==> src/hw/rtl/fthm_pkg.sv <==
// shared types and constants for the frame time hitch monitor
package fthm_pkg;

    // field widths
    localparam int TS_W     = 48;
    localparam int CFG_W    = 20;
    localparam int DELTA_W  = 20;
    localparam int CLAMP_W  = 18;
    localparam int FRAME_W  = 32;
    localparam int STAT_W   = 18;
    localparam int CNT_W    = 7;

    // timing constants in microseconds
    localparam logic [CLAMP_W-1:0] DELTA_CLAMP_US    = 18'd250000;
    localparam logic [CFG_W-1:0]   DEFAULT_PERIOD_US = 20'd16667;

    // default statistics window length
    localparam int unsigned WINDOW_FRAMES_DEF = 64;

    // register indexes on the configuration port
    localparam int CFG_IDX_W = 2;
    localparam logic [CFG_IDX_W-1:0] CFG_TARGET_PERIOD = 2'd0;
    localparam logic [CFG_IDX_W-1:0] CFG_FIXED_EN      = 2'd1;
    localparam logic [CFG_IDX_W-1:0] CFG_FIXED_STEP    = 2'd2;

    // max * 4 / 5 as peak * ceil(2^23 / 5) >> 21, exact for peak below 2^18
    localparam int P95_MUL_W = 21;
    localparam logic [P95_MUL_W-1:0] P95_MUL = 21'd1677722;
    localparam int P95_SHIFT = 21;

    // input transaction
    typedef struct packed {
        logic [TS_W-1:0] timestamp_us;
        logic            restart;
    } t_in;

    // result transaction
    typedef struct packed {
        logic [DELTA_W-1:0] delta_us;
        logic [TS_W-1:0]    elapsed_us;
        logic [FRAME_W-1:0] frame_number;
        logic               hitch;
        logic               stats_valid;
        logic [STAT_W-1:0]  window_max_us;
        logic [STAT_W-1:0]  window_avg_us;
        logic [STAT_W-1:0]  window_p95_us;
        logic [CNT_W-1:0]   window_hitches;
        logic [CNT_W-1:0]   window_frames;
    } t_out;

    // per-frame measurement handed from the delta stage to the window stage
    typedef struct packed {
        logic               first;
        logic [DELTA_W-1:0] delta_us;
        logic [CLAMP_W-1:0] clamped_us;
        logic [TS_W-1:0]    elapsed_us;
        logic [FRAME_W-1:0] frame_number;
        logic               hitch;
    } t_frame_meas;

endpackage

==> src/hw/rtl/frame_time_hitch_monitor_top.sv <==
// frame time monitor: input register, delta stage, window stage, statistics output
// throughput: one transaction per cycle; a stalled output freezes the whole
//   four-stage pipeline, so the input stalls only while the output is held
// reset: synchronous, clears pipeline valids, frame count and window, sets the
//   first-frame flag, and returns the configuration registers to their defaults
module frame_time_hitch_monitor_top
    import fthm_pkg::*;
#(
    parameter int unsigned WINDOW_FRAMES = WINDOW_FRAMES_DEF
) (
    input  logic                 i_clk,
    input  logic                 i_rst_n,
    input  logic                 i_cfg_we,
    input  logic [CFG_IDX_W-1:0] i_cfg_index,
    input  logic [CFG_W-1:0]     i_cfg_data,
    input  logic                 i_valid,
    input  t_in                  i_data,
    output logic                 o_stall,
    output logic                 o_valid,
    output t_out                 o_data,
    input  logic                 i_stall
);

    // configuration registers
    logic [CFG_W-1:0] r_target_period;
    logic             r_fixed_en;
    logic [CFG_W-1:0] r_fixed_step;

    // input register
    logic        r_a_valid;
    t_in         r_a_data;

    // delta stage state and output
    logic               r_first_pending;
    logic [TS_W-1:0]    r_origin;
    logic [TS_W-1:0]    r_prev;
    logic [FRAME_W-1:0] r_frame_count;
    logic               r_b_valid;
    t_frame_meas        r_b_meas;

    logic               w_adv;
    logic               w_out_valid;
    logic               w_first;
    logic [TS_W-1:0]    w_elapsed;
    logic [TS_W-1:0]    w_diff;
    logic [CLAMP_W-1:0] w_clamped;
    logic [CFG_W-1:0]   w_period;
    logic               w_hitch;
    logic [FRAME_W-1:0] n_frame_count;

    // pipeline moves unless a held result is stalled
    assign w_adv   = !w_out_valid || !i_stall;
    assign o_stall = !w_adv;

    // configuration writes
    always_ff @(posedge i_clk) begin
        if (!i_rst_n) begin
            r_target_period <= DEFAULT_PERIOD_US;
            r_fixed_en      <= 1'b0;
            r_fixed_step    <= DEFAULT_PERIOD_US;
        end else if (i_cfg_we) begin
            unique case (i_cfg_index)
                CFG_TARGET_PERIOD: r_target_period <= i_cfg_data;
                CFG_FIXED_EN:      r_fixed_en      <= i_cfg_data[0];
                CFG_FIXED_STEP:    r_fixed_step    <= i_cfg_data;
                default: ;
            endcase
        end
    end

    // input register
    always_ff @(posedge i_clk) begin
        if (!i_rst_n) begin
            r_a_valid <= 1'b0;
        end else if (w_adv) begin
            r_a_valid <= i_valid;
        end
    end

    always_ff @(posedge i_clk) begin
        if (w_adv && i_valid) begin
            r_a_data <= i_data;
        end
    end

    // delta, clamp and hitch detection
    always_comb begin
        w_first       = r_a_data.restart || r_first_pending;
        w_elapsed     = r_a_data.timestamp_us - r_origin;
        w_diff        = r_a_data.timestamp_us - r_prev;
        w_clamped     = (w_diff > TS_W'(DELTA_CLAMP_US)) ? DELTA_CLAMP_US
                                                          : w_diff[CLAMP_W-1:0];
        w_period      = (r_target_period == '0) ? DEFAULT_PERIOD_US : r_target_period;
        w_hitch       = (CFG_W+1)'(w_clamped) > {w_period, 1'b0};
        n_frame_count = r_frame_count + FRAME_W'(1);
    end

    // delta stage state
    always_ff @(posedge i_clk) begin
        if (!i_rst_n) begin
            r_first_pending <= 1'b1;
            r_frame_count   <= '0;
            r_b_valid       <= 1'b0;
        end else if (w_adv) begin
            r_b_valid <= r_a_valid;
            if (r_a_valid) begin
                r_first_pending <= 1'b0;
                r_frame_count   <= w_first ? '0 : n_frame_count;
            end
        end
    end

    // origin, previous start and measurement payload
    always_ff @(posedge i_clk) begin
        if (w_adv && r_a_valid) begin
            r_prev <= r_a_data.timestamp_us;
            if (w_first) begin
                r_origin              <= r_a_data.timestamp_us;
                r_b_meas.first        <= 1'b1;
                r_b_meas.delta_us     <= '0;
                r_b_meas.clamped_us   <= '0;
                r_b_meas.elapsed_us   <= '0;
                r_b_meas.frame_number <= '0;
                r_b_meas.hitch        <= 1'b0;
            end else begin
                r_b_meas.first        <= 1'b0;
                r_b_meas.delta_us     <= r_fixed_en ? r_fixed_step
                                                    : DELTA_W'(w_clamped);
                r_b_meas.clamped_us   <= w_clamped;
                r_b_meas.elapsed_us   <= w_elapsed;
                r_b_meas.frame_number <= n_frame_count;
                r_b_meas.hitch        <= w_hitch;
            end
        end
    end

    // window accumulation and statistics
    fthm_window #(
        .WINDOW_FRAMES(WINDOW_FRAMES)
    ) u_window (
        .i_clk   (i_clk),
        .i_rst_n (i_rst_n),
        .i_adv   (w_adv),
        .i_valid (r_b_valid),
        .i_meas  (r_b_meas),
        .o_valid (w_out_valid),
        .o_data  (o_data)
    );

    assign o_valid = w_out_valid;

endmodule

==> src/hw/rtl/fthm_window.sv <==
// window accumulation stage and statistics output stage
module fthm_window
    import fthm_pkg::*;
#(
    parameter int unsigned WINDOW_FRAMES = WINDOW_FRAMES_DEF
) (
    input  logic        i_clk,
    input  logic        i_rst_n,
    input  logic        i_adv,
    input  logic        i_valid,
    input  t_frame_meas i_meas,
    output logic        o_valid,
    output t_out        o_data
);

    localparam int POS_W     = $clog2(WINDOW_FRAMES + 1);
    localparam int SUM_W     = CLAMP_W + $clog2(WINDOW_FRAMES);
    // exact floor(sum / WINDOW_FRAMES) as (sum * AVG_MUL) >> AVG_SHIFT
    localparam int AVG_SHIFT = SUM_W + $clog2(WINDOW_FRAMES);
    localparam longint unsigned AVG_MUL_L =
        ((64'd1 << AVG_SHIFT) + WINDOW_FRAMES - 1) / WINDOW_FRAMES;
    localparam logic [SUM_W:0]    AVG_MUL  = AVG_MUL_L[SUM_W:0];
    localparam logic [POS_W-1:0]  POS_FULL = POS_W'(WINDOW_FRAMES);
    localparam logic [CNT_W-1:0]  FRAMES_OUT = CNT_W'(WINDOW_FRAMES);

    // window state
    logic [CLAMP_W-1:0] r_peak;
    logic [SUM_W-1:0]   r_sum;
    logic [POS_W-1:0]   r_hits;
    logic [POS_W-1:0]   r_pos;

    // window stage registers
    logic               r_c_valid;
    t_frame_meas        r_c_meas;
    logic               r_c_stats;
    logic [CLAMP_W-1:0] r_c_peak;
    logic [SUM_W-1:0]   r_c_sum;
    logic [POS_W-1:0]   r_c_hits;

    // output registers
    logic               r_d_valid;
    t_out               r_d_data;

    logic [CLAMP_W-1:0]     n_peak;
    logic [SUM_W-1:0]       n_sum;
    logic [POS_W-1:0]       n_hits;
    logic [POS_W-1:0]       n_pos;
    logic                   w_done;
    logic [2*SUM_W:0]       w_avg_prod;
    logic [CLAMP_W+P95_MUL_W-1:0] w_p95_prod;

    // next window values for a frame that enters the window
    always_comb begin
        n_peak = (i_meas.clamped_us > r_peak) ? i_meas.clamped_us : r_peak;
        n_sum  = r_sum + SUM_W'(i_meas.clamped_us);
        n_pos  = r_pos + POS_W'(1);
        n_hits = r_hits + POS_W'(i_meas.hitch);
        w_done = (n_pos == POS_FULL);
    end

    // window state and stage valid
    always_ff @(posedge i_clk) begin
        if (!i_rst_n) begin
            r_peak    <= '0;
            r_sum     <= '0;
            r_hits    <= '0;
            r_pos     <= '0;
            r_c_valid <= 1'b0;
            r_c_stats <= 1'b0;
        end else if (i_adv) begin
            r_c_valid <= i_valid;
            if (i_valid) begin
                if (i_meas.first || w_done) begin
                    r_peak <= '0;
                    r_sum  <= '0;
                    r_hits <= '0;
                    r_pos  <= '0;
                end else begin
                    r_peak <= n_peak;
                    r_sum  <= n_sum;
                    r_hits <= n_hits;
                    r_pos  <= n_pos;
                end
                r_c_stats <= !i_meas.first && w_done;
            end
        end
    end

    // window stage payload, statistics zero unless the window completes
    always_ff @(posedge i_clk) begin
        if (i_adv && i_valid) begin
            r_c_meas <= i_meas;
            if (!i_meas.first && w_done) begin
                r_c_peak <= n_peak;
                r_c_sum  <= n_sum;
                r_c_hits <= n_hits;
            end else begin
                r_c_peak <= '0;
                r_c_sum  <= '0;
                r_c_hits <= '0;
            end
        end
    end

    // average and 4/5 of the peak (reported as p95) by reciprocal multiplication
    always_comb begin
        w_avg_prod = (2*SUM_W+1)'(r_c_sum) * (2*SUM_W+1)'(AVG_MUL);
        w_p95_prod = (CLAMP_W+P95_MUL_W)'(r_c_peak) * (CLAMP_W+P95_MUL_W)'(P95_MUL);
    end

    // output valid
    always_ff @(posedge i_clk) begin
        if (!i_rst_n) begin
            r_d_valid <= 1'b0;
        end else if (i_adv) begin
            r_d_valid <= r_c_valid;
        end
    end

    // output payload
    always_ff @(posedge i_clk) begin
        if (i_adv && r_c_valid) begin
            r_d_data.delta_us       <= r_c_meas.delta_us;
            r_d_data.elapsed_us     <= r_c_meas.elapsed_us;
            r_d_data.frame_number   <= r_c_meas.frame_number;
            r_d_data.hitch          <= r_c_meas.hitch;
            r_d_data.stats_valid    <= r_c_stats;
            r_d_data.window_max_us  <= r_c_peak;
            r_d_data.window_avg_us  <= w_avg_prod[AVG_SHIFT +: STAT_W];
            r_d_data.window_p95_us  <= w_p95_prod[P95_SHIFT +: STAT_W];
            r_d_data.window_hitches <= CNT_W'(r_c_hits);
            r_d_data.window_frames  <= r_c_stats ? FRAMES_OUT : '0;
        end
    end

    assign o_valid = r_d_valid;
    assign o_data  = r_d_data;

endmodule

==> config.mk <==
export PLATFORM = sky130hd
export DESIGN_NAME = frame_time_hitch_monitor_top
export DESIGN_NICKNAME = d
export VERILOG_FILES = /design/src/hw/rtl/fthm_pkg.sv /design/src/hw/rtl/frame_time_hitch_monitor_top.sv /design/src/hw/rtl/fthm_window.sv
export SDC_FILE = /design/constraint.sdc
export NUM_CORES = 1
export LEC_CHECK = 0
export BUFFER_PORTS_ARGS = -buffer_cell sky130_fd_sc_hd__buf_2
export CAP_MARGIN = 20
export CELL_PAD_IN_SITES_DETAIL_PLACEMENT = 0
export CELL_PAD_IN_SITES_GLOBAL_PLACEMENT = 1
export CORE_UTILIZATION = 40
export CTS_CLUSTER_SIZE = 25
export DETAILED_ROUTE_END_ITERATION = 6
export GPL_TIMING_DRIVEN = 0
export PLACE_DENSITY = 0.78
export RECOVER_POWER = 25
export SYNTH_ARGS = -nofsm -noshare
export SYNTH_HDL_FRONTEND = slang
export SYNTH_SLANG_ARGS = --single-unit
==> constraint.sdc <==
create_clock -name i_clk -period 18 [get_ports i_clk]
set_input_delay 0.9 -clock i_clk [delete_from_list [all_inputs] [get_ports i_clk]]
set_output_delay 0.9 -clock i_clk [all_outputs]
set_load 0.1 [all_outputs]
# Word-level counts from Yosys, hierarchy flattened
# Index checks and enable logic that the tools add are counted.
totals:
  reg_bits: 720
  in_bits: 76
  output_inout_bits: 172
  elab_cells: 88
classes:
  addsub: 6
  n_mul: 1
  order_cmp: 3
  eq_ne: 3
  mux: 11
  bitwise_logic: 1
  n_reduce_logical: 21
ops:
  columns: ["op", "count"]
  rows:
  - ["two-way mux 120 bit", 1]
  - ["subtractor 48 bit", 2]
  - ["two-way mux 18 bit", 3]
  - ["> comparator 48 x 18 -> 1 bit, second input constant", 1]
  - ["two-way mux 20 bit", 2]
  - ["multiplier 18 x 20 -> 38 bit, second input constant", 1]
  - ["adder 32 x 1 -> 32 bit, second input constant", 1]
  - ["two-way mux 32 bit", 1]
  - ["adder 24 x 18 -> 24 bit", 1]
  - ["two-way mux 24 bit", 1]
  - ["> comparator 18 x 21 -> 1 bit", 1]
  - ["two-way mux 7 bit", 3]
  - ["zero test 20 bit", 1]
  - ["> comparator 18 bit", 1]
  - ["AND reduction 2 bit", 6]
  - ["adder 7 x 1 -> 7 bit", 1]
  - ["adder 7 x 1 -> 7 bit, second input constant", 1]
  - ["== test 7 bit, second input constant", 1]
  - ["logical AND 1 bit", 5]
  - ["zero test 1 bit", 4]
  - ["logical OR 1 bit", 3]
  - ["== test 2 x 1 -> 1 bit, second input constant", 1]
  - ["== test 2 bit, second input constant", 1]
  - ["zero test 2 bit", 1]
  - ["2 further kinds", 2]

# Depth between registers and ports, before layout
depth:
  depth_word: 5
  mapped_depth: 27
  depth_no_buf: 26

# Modules after synthesis
# A second synthesis with hierarchy kept.
unflattened:
  hier_cells: 3347
  area_unflattened_um2: 37842.5
by_module_without_submodules:
  columns: ["mod", "n_inst", "cells_each", "area_each_um2", "seq_area_each_um2"]
  rows:
  - ["frame_time_hitch_monitor_top", 1, 1921, 19194.7, 9479.1]
  - ["fthm_window", 1, 1426, 18647.9, 10400.0]

# Worst setup path after synthesis
# No wires, ideal clock.
synth_timing:
  path_type: "in2reg"
  startpoint: "input i_stall"
  endpoint: "register r_b_meas[0] in the netlist's numbering (enable)"
  setup_ns: 0.598
  arrival_ns: 6.066
  required_ns: 17.402
  slack_ns: 11.337
  path_stages: 4
  path_buffers: 1
  cell_sequence: "nand2_1 -> nand2_1 -> inv_1 -> buf_1"
synth_between:
  elab_chain_cells: 3
synth_rtl:
  columns: ["item", "line_no", "source"]
  rows:
  - ["from (decl)", "frame_time_hitch_monitor_top.sv:21", "input logic i_stall"]
  - ["zero test 1 bit", "frame_time_hitch_monitor_top.sv:52", "assign w_adv = !w_out_valid || !i_stall;"]
  - ["logical OR 1 bit", "frame_time_hitch_monitor_top.sv:52", null]
  - ["logical AND 1 bit", "frame_time_hitch_monitor_top.sv:115", "if (w_adv && r_a_valid) begin"]
  - ["to (decl)", "frame_time_hitch_monitor_top.sv:39", "t_frame_meas r_b_meas;"]
# Every way passes these cells.
# A chain may end at the register's enable or synchronous reset.

# Worst setup path in the final report
layout_timing:
  startpoint: "register u_window.r_c_peak[7]"
  endpoint: "register u_window.r_d_data, in the netlist u_window.o_data[30] (data pin)"
layout_between:
  elab_chain_cells: 1
layout_rtl:
  columns: ["item", "line_no", "source"]
  rows:
  - ["from (decl)", "fthm_window.sv:36", "logic [CLAMP_W-1:0] r_c_peak;"]
  - ["from (signal assigned)", "fthm_window.sv:94", "r_c_peak <= n_peak;"]
  - ["multiplier 18 x 20 -> 38 bit", "fthm_window.sv:108", "w_p95_prod = (CLAMP_W+P95_MUL_W)'(r_c_peak) * (CLAMP_W+P95_MUL_W)'(P95_MUL);"]
  - ["via u_window.w_p95_prod[37]", "fthm_window.sv:50", "logic [CLAMP_W+P95_MUL_W-1:0] w_p95_prod;"]
  - ["to (decl)", "fthm_window.sv:42", "t_out r_d_data;"]
# The timed path passes the listed nets, and every way through them passes these cells.

==> flow_metrics.env <==
export IMPL_min_path_type="register to register"
export IMPL_vias=24114
export IMPL_leakage_nw=16.79
export IMPL_tightestPinTransition_ns=0.9440
export IMPL_post_cts_buffers=0
export IMPL_yosysWarnings=0
export IMPL_max_stage_delay_ns=0.66
export IMPL_drive_gt1_share_pct=13.02
export IMPL_cts_sinks=707
export IMPL_grt_ovfl_total=0
export IMPL_cp_max_fo=5
export IMPL_hold_buffers=0
export IMPL_cap_violations=0
export IMPL_final_common_cell="edfxtp_1"
export IMPL_coreArea_mm2=0.09056
export IMPL_clk_latency_ns=0.65
export IMPL_r2r_start="u_window.r_c_peak[7]$_SDFFCE_PN0P_"
export IMPL_cp_required_ns=18.38
export IMPL_syn_avg_cell_area_um2=11.69
export IMPL_grt_pass1_wl_um=136000
export IMPL_viasPerCell=5.094
export IMPL_maxClockFrequency_ghz=0.1426
export IMPL_rsz0062_at_grt="no"
export IMPL_finalCritPeriodShare_pct=38.97
export IMPL_die_y_um=305.1
export IMPL_finalHoldViolations=0
export IMPL_port_buffers=241
export IMPL_cts_resized_gates=0
export IMPL_post_route_min_period_ns=7.015
export IMPL_dp_cells=4579
export IMPL_fin_cells=4734
export IMPL_initial_utilization_pct=40.58
export IMPL_critPathArrivalTime_ns=7.40
export IMPL_finalMaxSlewViolations=0
export IMPL_setup_violations=0
export IMPL_status="finished, final reports clean"
export IMPL_endpoint_kind="register"
export IMPL_clk_pin_slew_ns=0.06
export IMPL_dp_hpwl_um=65680
export IMPL_cpMostUsedCell="inv_1"
export IMPL_p_per_area_mw_per_mm2=114.3
export IMPL_nNetsFinal=3939
export IMPL_dieWidth_um=305.1
export IMPL_fin_skew_ns=0.03017
export IMPL_ios=248
export IMPL_holdPathEnd="u_window.r_c_meas[35]$_DFFE_PP_"
export IMPL_critPathSlowestCell="fa_1"
export IMPL_die_area_mm2=0.09309
export IMPL_holdCritStartpoint="r_b_meas[35]$_SDFFCE_PP0P_"
export IMPL_path_class="register to register"
export IMPL_first_pass_iters=5
export IMPL_synth_flop_cell="edfxtp_1"
export IMPL_cts_buffer_depth=3
export IMPL_cts_htree_levels=3
export IMPL_fin_tns_setup_ns=0
export IMPL_final_cell_mix="572 x edfxtp_1, 303 x inv_1, 289 x nand2_1"
export IMPL_path_cells="inv_1 -> ha_1 -> inv_1 -> fa_1 -> inv_1 -> fa_1 -> inv_1 -> fa_1 -> inv_1 -> fa_1 -> fa_1 -> inv_1 -> ha_1 -> a21o_1 -> a2111oi_0 -> o21ai_0 -> a31oi_1 -> o211a_1 -> o21ai_0 -> a31oi_1 -> o21ai_0 -> a21oi_1 -> xnor2_1"
export IMPL_peakVddDrop_uv=76.09
export IMPL_ant_nets=0
export IMPL_grt_max_degree=117
export IMPL_synth_cell_type_count=93
export IMPL_cts_tree="built"
export IMPL_synth_seq_area_share_pct=54.10
export IMPL_ys_ff_latch=707
export IMPL_synth_edf_count=572
export IMPL_numCtsBuffers=81
export IMPL_synth_area_mm2=0.03675
export IMPL_synthCells=3144
export IMPL_gp_congestion=0.8679
export IMPL_clockRootBuffer="clkbuf_16"
export IMPL_drt_total_wl_um=87230
export IMPL_grt_pass1_vias=24087
export IMPL_drt_iter0_markers=1255
export IMPL_async_flop_share_pct=0
export IMPL_final_fill_count=8410
export IMPL_drc=0
export IMPL_reg2reg_to="u_window.o_data[30]$_DFFE_PP_"
export IMPL_min_path_cells=0
export IMPL_grt_antenna_before_repair=19
export IMPL_wl_per_cell_um=18.43
export IMPL_rows=110
export IMPL_reg2reg_depth=23
export IMPL_maxSlewHeadroom_pct=37.07
export IMPL_critPathLaunchType="register"
export IMPL_ff2ff_setup_slack_ns=10.99
export IMPL_area_growth_synth_to_final_pct=15.76
export IMPL_grt_usage_pct=18.83
[worst max-delay path by stage]
stage	from	to	slack (ns)
after floorplan	i_stall	r_b_meas[0]$_SDFFCE_PP0P_	11.34
after global placement	i_stall	r_b_meas[47]$_SDFFCE_PP0P_	8.37
after detailed placement	u_window.r_c_peak[7]$_SDFFCE_PN0P_	u_window.o_data[30]$_DFFE_PP_	10.99
after CTS	u_window.r_c_peak[7]$_SDFFCE_PN0P_	u_window.o_data[30]$_DFFE_PP_	10.93
after global routing	u_window.r_c_peak[7]$_SDFFCE_PN0P_	u_window.o_data[30]$_DFFE_PP_	10.46
final	u_window.r_c_peak[7]$_SDFFCE_PN0P_	u_window.o_data[30]$_DFFE_PP_	10.99
[state kept, by name, indices dropped and copies added (netlist names), 7 cells and up]
name               flops
r_prev                48
u_window.o_data      163
r_origin              48
u_window.r_c_hits      7
u_window.r_c_meas    101
u_window.r_peak       18
u_window.r_c_peak     18
r_b_meas             120
r_target_period       20
u_window.r_hits        7
u_window.r_sum        24
r_frame_count         32
r_fixed_step          20
u_window.r_c_sum      18
r_a_data              49
u_window.r_pos         7
[cell usage after synthesis (all sizes together), types with 40 or more instances]
master    n  area [µm²]
edfxtp  572       17180
inv     305        1145
nand2   290        1091
ha      282        3528
nor2    215       809.5
a21oi   150       788.3
dfxtp   135        2703
o21ai   129       645.6
fa       95        1902
nand3    73       365.4
a21o     72       540.5
xor2     72       630.6
clkbuf   70       265.3
xnor2    68       595.6
a21boi   67       503.0
nor3     47       275.3
nand4    40       250.2
[cell type report]
| class | count | area, µm² | share of cell area (%) |
|---|---|---|---|
| well taps | 1176 | 1471 | 3.459 |
| diodes | 3 | 7.507 | 0.01765 |
| clock inverters | 52 | 620.6 | 1.459 |
| multi-input cells | 2037 | 15320 | 36.01 |
| flip-flops and latches | 707 | 19880 | 46.73 |
| clock buffers | 100 | 2170 | 5.100 |
| plain buffers | 99 | 435.4 | 1.024 |
| inverters | 306 | 1156 | 2.718 |
| repair buffers | 254 | 1483 | 3.485 |
[stage by stage]
step | power, mW | utilization (%) | setup slack (ns) | hold slack, ns | area, µm²
finish | 4.861 | 46.97 | 10.99 | 0.4031 | 42540
global route | 5.148 | 46.97 | 10.46 | 0.3939 | 42530
CTS | 4.928 | 46.97 | 10.93 | 0.3756 | 42540
detailed placement | 3.200 | 43.89 | 10.99 | 0.4045 | 39750
global placement | 3.184 | 43.55 | 8.373 | 0.4014 | 39440
floorplan | 2.916 | - | 11.34 | 0.4003 | 36770
[routing by layer]
| metal | track usage (%) | share of wire, % |
|---|---|---|
| met1 | 23.99 | 44 |
| met2 | 31.92 | 48 |
| met3 | 4.165 | 5.2 |
| met4 | 5.532 | 2.3 |
| met5 | 0 | 0.16 |
[report_power, final]
group          switching, mW  total, mW  internal, mW
sequential            0.0320       1.91          1.88
clock                  0.702       1.70          1.00
combinational          0.759       1.25         0.490
[cells by family (layout without fill, tap and decap cells)]
logic type                 count (synthesis)  count (layout)  share of synthesized area, %
muxes                                     23              23                        0.6333
other                                      1               9                       0.01020
buffers and inverters                    405             811                         4.307
adders and majority gates                377             377                         14.78
xor gates and xnor gates                 140             140                         3.337
DFF                                      707             707                         54.10
and+or+nand+nor                          860             860                         11.11
AOI/OAI and AO/OA                        631             631                         11.73
[critical path: cells and delay by family, from the launching register on]
| family | cells | cell delay (ns) |
|---|---|---|
| xor gates and xnor gates | 1 | 0.07 |
| DFF | 1 | 0.51 |
| AOI/OAI and AO/OA | 9 | 2.48 |
| adders and majority gates | 7 | 3.28 |
| buffers and inverters | 6 | 0.38 |
Note: power is estimated with default switching activity, not from simulation.
